File: config.mk
export PLATFORM = sky130hd
export DESIGN_NAME = wpsa_wrap
export DESIGN_NICKNAME = d
export VERILOG_FILES = /design/src/rtl/wpsa_pkg.sv /design/src/rtl/wpsa_wrap.sv
export SDC_FILE = /design/constraint.sdc
export NUM_CORES = 1
export LEC_CHECK = 0
export BUFFER_PORTS_ARGS = -buffer_cell sky130_fd_sc_hd__buf_2
export CAP_MARGIN = 20
export CELL_PAD_IN_SITES_DETAIL_PLACEMENT = 0
export CELL_PAD_IN_SITES_GLOBAL_PLACEMENT = 2
export CORE_MARGIN = 4
export CORE_UTILIZATION = 46
export CTS_CLUSTER_SIZE = 30
export DETAILED_ROUTE_END_ITERATION = 10
export PLACE_DENSITY_LB_ADDON = 0.25
export SYNTH_ARGS = -nofsm -noshare
export SYNTH_HDL_FRONTEND = slang
export SYNTH_SLANG_ARGS = --single-unit
export TNS_END_PERCENT = 5
File: constraint.sdc
create_clock -name clk -period 12.5 [get_ports clk]
set_clock_uncertainty 0.2 [all_clocks]
set_input_delay 2.5 -clock clk [delete_from_list [all_inputs] [get_ports clk]]
set_output_delay 2.5 -clock clk [all_outputs]
set_load 0.01 [all_outputs]
File: src/rtl/wpsa_pkg.sv
package wpsa_pkg;

	localparam int COORD_BITS_DEF     = 16;
	localparam int MAX_COMPONENTS_DEF = 16;
	localparam int COMP_BITS          = 4;
	localparam int CNT_BITS           = 5;
	localparam int OFFSET_BITS        = 52;
	localparam int CFG_IDX_BITS       = 3;

	// Register indexes of the configuration channel.
	typedef enum logic [CFG_IDX_BITS-1:0] {
		REG_X_LO,
		REG_X_HI,
		REG_Y_LO,
		REG_Y_HI,
		REG_Z_LO,
		REG_Z_HI,
		REG_IN_COMPONENTS
	} cfg_reg_t;

	// Remainder of a component index by a small nonzero count, one
	// restoring step per index bit.
	function automatic logic [COMP_BITS-1:0] comp_mod(
		input logic [COMP_BITS-1:0] oc,
		input logic [CNT_BITS-1:0]  cnt
	);
		logic [CNT_BITS:0]   trial;
		logic [CNT_BITS-1:0] rem;
		rem = '0;
		for (int i = COMP_BITS - 1; i >= 0; i--) begin
			trial = {rem, oc[i]};
			if (trial >= {1'b0, cnt}) begin
				trial = trial - {1'b0, cnt};
			end
			rem = trial[CNT_BITS-1:0];
		end
		return rem[COMP_BITS-1:0];
	endfunction

endpackage

File: src/rtl/wpsa_wrap.sv
// One axis of the wrap: floor modulo of (coord - lo) by the extent span,
// one remainder bit per pipeline stage, between an entry register and an output register.
module wpsa_wrap import wpsa_pkg::*; #(
	parameter int COORD_BITS = COORD_BITS_DEF
) (
	input  logic                         clk,
	input  logic                         en,
	input  logic signed [COORD_BITS-1:0] coord,
	input  logic signed [COORD_BITS-1:0] lo,
	input  logic signed [COORD_BITS-1:0] hi,
	output logic        [COORD_BITS:0]   span,
	output logic signed [COORD_BITS-1:0] src,
	output logic        [COORD_BITS-1:0] rel
);

	localparam int CB = COORD_BITS;

	logic signed [CB:0]   diff;
	logic        [CB-1:0] mag;
	logic        [CB-1:0] fix;

	logic [CB-1:0] rem_s [1:CB+1];
	logic [CB-1:0] dv_s  [1:CB];
	logic          neg_s [1:CB+1];
	logic [CB-1:0] rel_s;
	logic [CB-1:0] src_s;

	// The span is only meaningful when lo <= hi; the top level flags the rest.
	assign span = (CB+1)'({hi[CB-1], hi} - {lo[CB-1], lo} + (CB+1)'(1));
	assign diff = {coord[CB-1], coord} - {lo[CB-1], lo};
	assign mag  = diff[CB] ? CB'(-diff) : diff[CB-1:0];

	always_ff @(posedge clk) begin
		if (en) begin
			rem_s[1] <= '0;
			dv_s[1]  <= mag;
			neg_s[1] <= diff[CB];
		end
	end

	for (genvar k = 1; k <= CB; k++) begin : g_step
		logic [CB:0] trial;

		always_comb begin
			trial = {rem_s[k], dv_s[k][CB-1]};
			if (trial >= span) begin
				trial = trial - span;
			end
		end

		always_ff @(posedge clk) begin
			if (en) begin
				rem_s[k+1] <= trial[CB-1:0];
				neg_s[k+1] <= neg_s[k];
			end
		end

		if (k < CB) begin : g_shift
			always_ff @(posedge clk) begin
				if (en) begin
					dv_s[k+1] <= dv_s[k] << 1;
				end
			end
		end
	end

	// A negative distance with a nonzero remainder folds back from the span.
	assign fix = (neg_s[CB+1] && rem_s[CB+1] != '0)
		? CB'(span - {1'b0, rem_s[CB+1]}) : rem_s[CB+1];

	always_ff @(posedge clk) begin
		if (en) begin
			rel_s <= fix;
			src_s <= lo + fix;
		end
	end

	assign rel = rel_s;
	assign src = src_s;

endmodule

# Yosys cells after proc, flatten, opt, wreduce, memory -nomap -nowiden
# Memory sizes are Yosys's and may differ from the RTL's.
# Index checks and enable logic that the tools add are counted.
# W data, S select, Z words.
[word_totals]
register_bits = 32
latchBits = 0
mem_bits_rw = 545
romBits = 0
elab_cells = 65
n_memories = 3
[memory_table]
columns = ["memory", "words", "width", "read_ports", "rd_ports_with_merged_regs", "wr", "line", "source"]
rows = [
  ["rem_s", 17, 16, 17, 0, 17, "wpsa_wrap.sv:22", "logic [CB-1:0] rem_s [1:CB+1];"],
  ["dv_s", 16, 16, 16, 0, 16, "wpsa_wrap.sv:23", "logic [CB-1:0] dv_s [1:CB];"],
  ["neg_s", 17, 1, 17, 0, 17, "wpsa_wrap.sv:24", "logic neg_s [1:CB+1];"],
]
[op_classes]
addsub = 22
multipliers = 0
div_mod_pow = 0
order_cmp = 16
n_eq_ne = 0
shift = 0
mux = 20
bitwise_logic = 0
n_reduce_logical = 2
[op_table]
columns = ["cell", "count"]
rows = [
  ["$mux W16", 18],
  ["$ge A17 B17 Y1", 16],
  ["$sub A16 B16 Y16", 17],
  ["$sub A16 B16 Y17", 2],
  ["$add A17 B1 Y17 const B", 1],
  ["$add A16 B16 Y16", 1],
  ["$neg A16 Y16", 1],
  ["$reduce_bool A16 Y1", 1],
  ["$mux W1", 2],
  ["$logic_and A1 B1 Y1", 1],
]

# Longest topological paths before layout
[depth]
word_depth = 5
depth_mapped = 24
mapped_depth_nobuf = 24

# Least setup slack after synthesis
# OpenSTA, ideal clock, no wires.
[synth_path]
path_type = "input-to-reg"
from = "in hi[1]"
to = "reg src_s[15] (netlist: src[15]) (data pin)"
setup_time_ns = 0.270
arrival_ns = 7.877
required_ns = 12.030
slack_ns = 4.153
stages = 23
n_path_buf = 0
cell_sequence = "inv_1 > ha_1 > inv_1 > ha_1 > fa_1 > a21o_1 > a21oi_1 > o21bai_1 > a31oi_1 > xor2_1 > inv_1 > ha_1 > and3_1 > a21oi_1 > a311oi_1 > or4_1 > nand3_1 > ha_1 > and4_1 > a222oi_1 > o21ai_0 > a311oi_1 > xor2_1"
[synth_via]
elab_chain_cells = 5
[synth_lines]
columns = ["element", "line", "source"]
rows = [
  ["from (decl)", "wpsa_wrap.sv:10", "input logic signed [COORD_BITS-1:0] hi,"],
  ["$sub A16 B16 Y17", "wpsa_wrap.sv:29", "assign span = (CB+1)'({hi[CB-1], hi} - {lo[CB-1], lo} + (CB+1)'(1));"],
  ["$add A17 B1 Y17", "wpsa_wrap.sv:29", ""],
  ["named net span[9]", "wpsa_wrap.sv:11", "output logic [COORD_BITS:0] span,"],
  ["$sub A16 B16 Y16", "wpsa_wrap.sv:69", "? CB'(span - {1'b0, rem_s[CB+1]}) : rem_s[CB+1];"],
  ["$mux W16", "wpsa_wrap.sv:69", ""],
  ["named net fix[14]", "wpsa_wrap.sv:20", "logic [CB-1:0] fix;"],
  ["$add A16 B16 Y16", "wpsa_wrap.sv:74", "src_s <= lo + fix;"],
  ["to (signal assigned)", "wpsa_wrap.sv:74", ""],
  ["to (decl)", "wpsa_wrap.sv:26", "logic [CB-1:0] src_s;"],
]
# The timed path passes the listed nets, and every way through them passes these cells.
# A chain may end at the register's enable or synchronous reset.

# Final worst setup path
[layout_path]
from = "in lo[1]"
to = "reg src_s[15] (netlist: src[15]) (data pin)"
[layout_via]
elab_chain_cells = 5
[layout_lines]
columns = ["element", "line", "source"]
rows = [
  ["from (decl)", "wpsa_wrap.sv:9", "input logic signed [COORD_BITS-1:0] lo,"],
  ["$sub A16 B16 Y17", "wpsa_wrap.sv:29", ""],
  ["$add A17 B1 Y17", "wpsa_wrap.sv:29", ""],
  ["$sub A16 B16 Y16", "wpsa_wrap.sv:69", ""],
  ["$mux W16", "wpsa_wrap.sv:69", ""],
  ["named net fix[14]", "wpsa_wrap.sv:20", ""],
  ["$add A16 B16 Y16", "wpsa_wrap.sv:74", ""],
]
# The timed path passes the listed nets, and every way through them passes these cells.

==> reports/results.ini <==
[status]
run_status=completed

[worst_hold_path]
holdPathStages=0
hold_path_startpoint=dv_s[1][27]
hold_path_end=dv_s[1][44]
hold_class=flop to flop

[timing]
timing.max_slew.rel_slack_pct=32.70
setup_ws_ps=4334
finalHoldViolCount=0
finalCriticalPeriod_ps=8166
post_route_setup_tns_ps=0
setup_viol=0
max_freq_ghz=0.1225
final_min_period_over_clock_period_pct=65.33
tightestPinTransition_ps=1009
rsz0062_at_grt=false
timing.final.max_slew_violations=0

[global_route]
grt_pass1_vias=22074
grt_start_max_net_pins=177
global_route.usage.total_pct=22.32
antenna_found_initial=7
overflow=0
grt_pass1_wl_mm=124.2

[power]
power_w=0.01013
total_leakage_power_nw=13.90
irDropWorstVdd_v=0.0001830
power-per-cell-area_mw_per_mm2=300.2

[logic_synthesis]
synth.lib_cells_used.distinct=74
synth_top_area_share_pct=43.55
yosysSeqAreaShare_pct=43.55
netlist.top_cell.by_area=sky130_fd_sc_hd__edfxtp_1
synth_area_per_cell_um2=10.71
syn_area_mm2=0.03041
syn_inst=2838
ys_warn_count=0
synth_commonest_cells=sky130_fd_sc_hd__edfxtp_1 (441), sky130_fd_sc_hd__ha_1 (336), sky130_fd_sc_hd__a21oi_1 (240), sky130_fd_sc_hd__nand2_1 (202), sky130_fd_sc_hd__o21ai_0 (188)
synth_ff_type=sky130_fd_sc_hd__edfxtp_1
synth_edf_count=441
yosys.cell_count.top_type=sky130_fd_sc_hd__edfxtp_1
async_reset_ff_share_pct=0
postSynthRegisterBits=441
post_synth_main_area_contributors=sky130_fd_sc_hd__edfxtp_1 (44%), sky130_fd_sc_hd__ha_1 (14%), sky130_fd_sc_hd__a21oi_1 (4.0%)
synth_nets=3243

[detailed_routing]
route.antenna.remaining_nets=0
drt_iter0_drc=1785
route.vias.total=22491
dr.pass1.iters=5
detail_route.drc_violations=0
route.final.wire_length_mm=80.64
drt-wirelength-per-cell_um=20.76
average_via_count_per_standard_cell=5.789

[cells_and_area]
area.growth.synth_to_final_pct=10.95
final.fill_count=5793
design_area_mm2=0.03373
drive_gt1_share_pct=11.76
finish.net_count=3389

[die]
core_area_mm2=0.06493
die_w_um=265.1
die_area_mm2=0.07028
top_level_ports=99
fp.dieH_um=265.1
start_util_pct=46.83
floorplan.rows=93

[worst_setup_path]
cp.arrival_ps=8300
crit_required_ps=12640
critical_path_peak_fanout=17
cpPeakStageDelay_ps=600
r2r_end=src[15]
timing.critical_path.to_type=flop
worst_setup_path_start_kind=input port
slowest_cell_on_crit_path=sky130_fd_sc_hd__a2111oi_0
critical_path.reg2reg.startpoint=rem_s[0][272]
cp_cell_sequence=buf_2 -> ha_1 -> inv_1 -> ha_1 -> fa_1 -> a21o_1 -> a21oi_1 -> o21bai_1 -> a31oi_1 -> xor2_2 -> buf_4 -> inv_1 -> ha_1 -> and3_1 -> a21oi_1 -> a311oi_1 -> or4_1 -> nand3_1 -> ha_1 -> a2111oi_0 -> nor3b_1 -> a311oi_1 -> xor2_1
ff2ff_setup_slack_ps=7390
path_common_cell=sky130_fd_sc_hd__ha_1
r2r_cells=16
criticalPathCategory=input port to flop
critPathTopFamily=compound AO/OA/AOI/OAI gates
critPathBufInv=4

[clocking]
number_of_levels_the_h_tree_was_split_into=2
root_buffer=sky130_fd_sc_hd__clkbuf_16
cts_tree=yes
post_cts_resized=0
cts_inserted_buffers=51
worst_skew_pair.late_latency_ps=610
max-clock-path-buffers=3
tritoncts_num_sinks=441
post_cts.repair.setup_buffers=0
postCtsHoldBufs=0
cts.reportedPaths.clkPinSlew_ps=60

[job]
drv.max_cap_violation_count=0

[placed_design]
detailed_place.area_mm2=0.03212
place.detailed.hpwl_mm=56.61
globalplace.congestion=0.8937
pre_cts_ws_ps=3796
placement.io_buffers=98

power breakdown:
group | switching [W] | internal (W) | leakage [nW] | total [W]
combinational | 0.00334 | 0.00253 | 8.76 | 0.00588
clock | 0.000622 | 0.000836 | 0.801 | 0.00146
sequential | 0.000347 | 0.00244 | 4.34 | 0.00279
total | 0.00431 | 0.00581 | 13.9 | 0.0101
cell usage in the layout, fill, tap and decap left out, types with 21 or more instances in the layout:
| master | instances |
|---|---|
| sky130_fd_sc_hd__nor2_1 | 180 |
| sky130_fd_sc_hd__nand4_1 | 49 |
| sky130_fd_sc_hd__a21oi_1 | 240 |
| sky130_fd_sc_hd__and3_1 | 23 |
| sky130_fd_sc_hd__nor2b_1 | 36 |
| sky130_fd_sc_hd__mux2_2 | 102 |
| sky130_fd_sc_hd__nand2_1 | 202 |
| sky130_fd_sc_hd__nand3_1 | 34 |
| sky130_fd_sc_hd__clkbuf_16 | 51 |
| sky130_fd_sc_hd__xnor2_1 | 126 |
| sky130_fd_sc_hd__buf_2 | 97 |
| sky130_fd_sc_hd__buf_4 | 31 |
| sky130_fd_sc_hd__a21boi_0 | 23 |
| sky130_fd_sc_hd__inv_1 | 149 |
| sky130_fd_sc_hd__nand2b_1 | 32 |
| sky130_fd_sc_hd__o21a_1 | 54 |
| sky130_fd_sc_hd__xor2_1 | 103 |
| sky130_fd_sc_hd__ha_1 | 336 |
| sky130_fd_sc_hd__o21ai_0 | 188 |
| sky130_fd_sc_hd__edfxtp_1 | 441 |
| sky130_fd_sc_hd__o21bai_1 | 44 |
| sky130_fd_sc_hd__nor3_1 | 57 |
| sky130_fd_sc_hd__o31ai_1 | 21 |
| sky130_fd_sc_hd__a21o_1 | 73 |
per-layer routing:
layer  vias up  global-route usage, %  routed length [um]
li1      11021                      -                   -
met1     10838                  30.45               36710
met2       505                  37.43               38000
met3       123                  3.506                3834
met4         4                  5.768                2076
met5         -                      0                  21
cells by family (layout without fill, tap and decap cells):
group / Yosys count / in the layout / share of synthesized area [%]
buffers and inverters: 187 / 375 / 2.350
xor gates and xnor gates: 233 / 233 / 6.711
AOI/OAI and AO/OA: 791 / 791 / 16.47
adders and majority gates: 355 / 355 / 15.08
other: 0 / 4 / 0
and+or+nand+nor: 710 / 710 / 11.44
muxes: 121 / 121 / 4.403
DFF: 441 / 441 / 43.55
worst max-delay path by stage:
stage / from / end / slack (ps) / depth (start not counted)
floorplan: hi[1] / src[15] / 4150 / 23
global placement: lo[1] / src[15] / 3990 / 24
detailed placement: lo[1] / src[15] / 3800 / 23
CTS: lo[1] / span[9] / 4370 / 13
global route: lo[1] / src[15] / 3860 / 23
finish: lo[1] / src[15] / 4330 / 23
worst register-to-register path, stage by stage (launching register included):
cell                        delay, ps
sky130_fd_sc_hd__edfxtp_1         510
sky130_fd_sc_hd__ha_1             290
sky130_fd_sc_hd__fa_1             410
sky130_fd_sc_hd__nor2b_1          130
sky130_fd_sc_hd__o21ai_0          110
sky130_fd_sc_hd__a21boi_0         270
sky130_fd_sc_hd__o21ai_0          170
sky130_fd_sc_hd__a21oi_1          280
sky130_fd_sc_hd__o2111ai_1        240
sky130_fd_sc_hd__a311oi_1         370
sky130_fd_sc_hd__or4_1            170
sky130_fd_sc_hd__nand3_1          110
sky130_fd_sc_hd__ha_1             370
sky130_fd_sc_hd__a2111oi_0        600
sky130_fd_sc_hd__nor3b_1          310
sky130_fd_sc_hd__a311oi_1          90
sky130_fd_sc_hd__xor2_1           190
per-stage QoR:
step	util (%)	hold WS [ps]	std cells
after CTS	51.94	203.4	3881
after detailed placement	49.46	204.5	3786
after global placement	49.46	200.6	3786
final	51.96	209.7	3885
after floorplan	-	200.3	2838
after global routing	51.94	215.5	3881
sequential cells by signal, indices dropped and copies added, names as in the netlist:
| register | flops |
|---|---|
| neg_s | 17 |
| rem_s | 256 |
| dv_s | 136 |
| src | 16 |
| rel | 16 |
layout make-up:
| cell class | count | area (um2) | area share, % |
|---|---|---|---|
| Tap cell | 855 | 1070 | 3.171 |
| Clock inverter | 33 | 291.5 | 0.8642 |
| Clock buffer | 62 | 1318 | 3.905 |
| Sequential cell | 441 | 13240 | 39.26 |
| Timing Repair Buffer | 130 | 753.2 | 2.233 |
| Antenna cell | 4 | 10.01 | 0.02967 |
| Multi-Input combinational cell | 2210 | 16490 | 48.87 |
| Inverter | 150 | 563.0 | 1.669 |
Note: power is estimated with default switching activity, not from simulation.
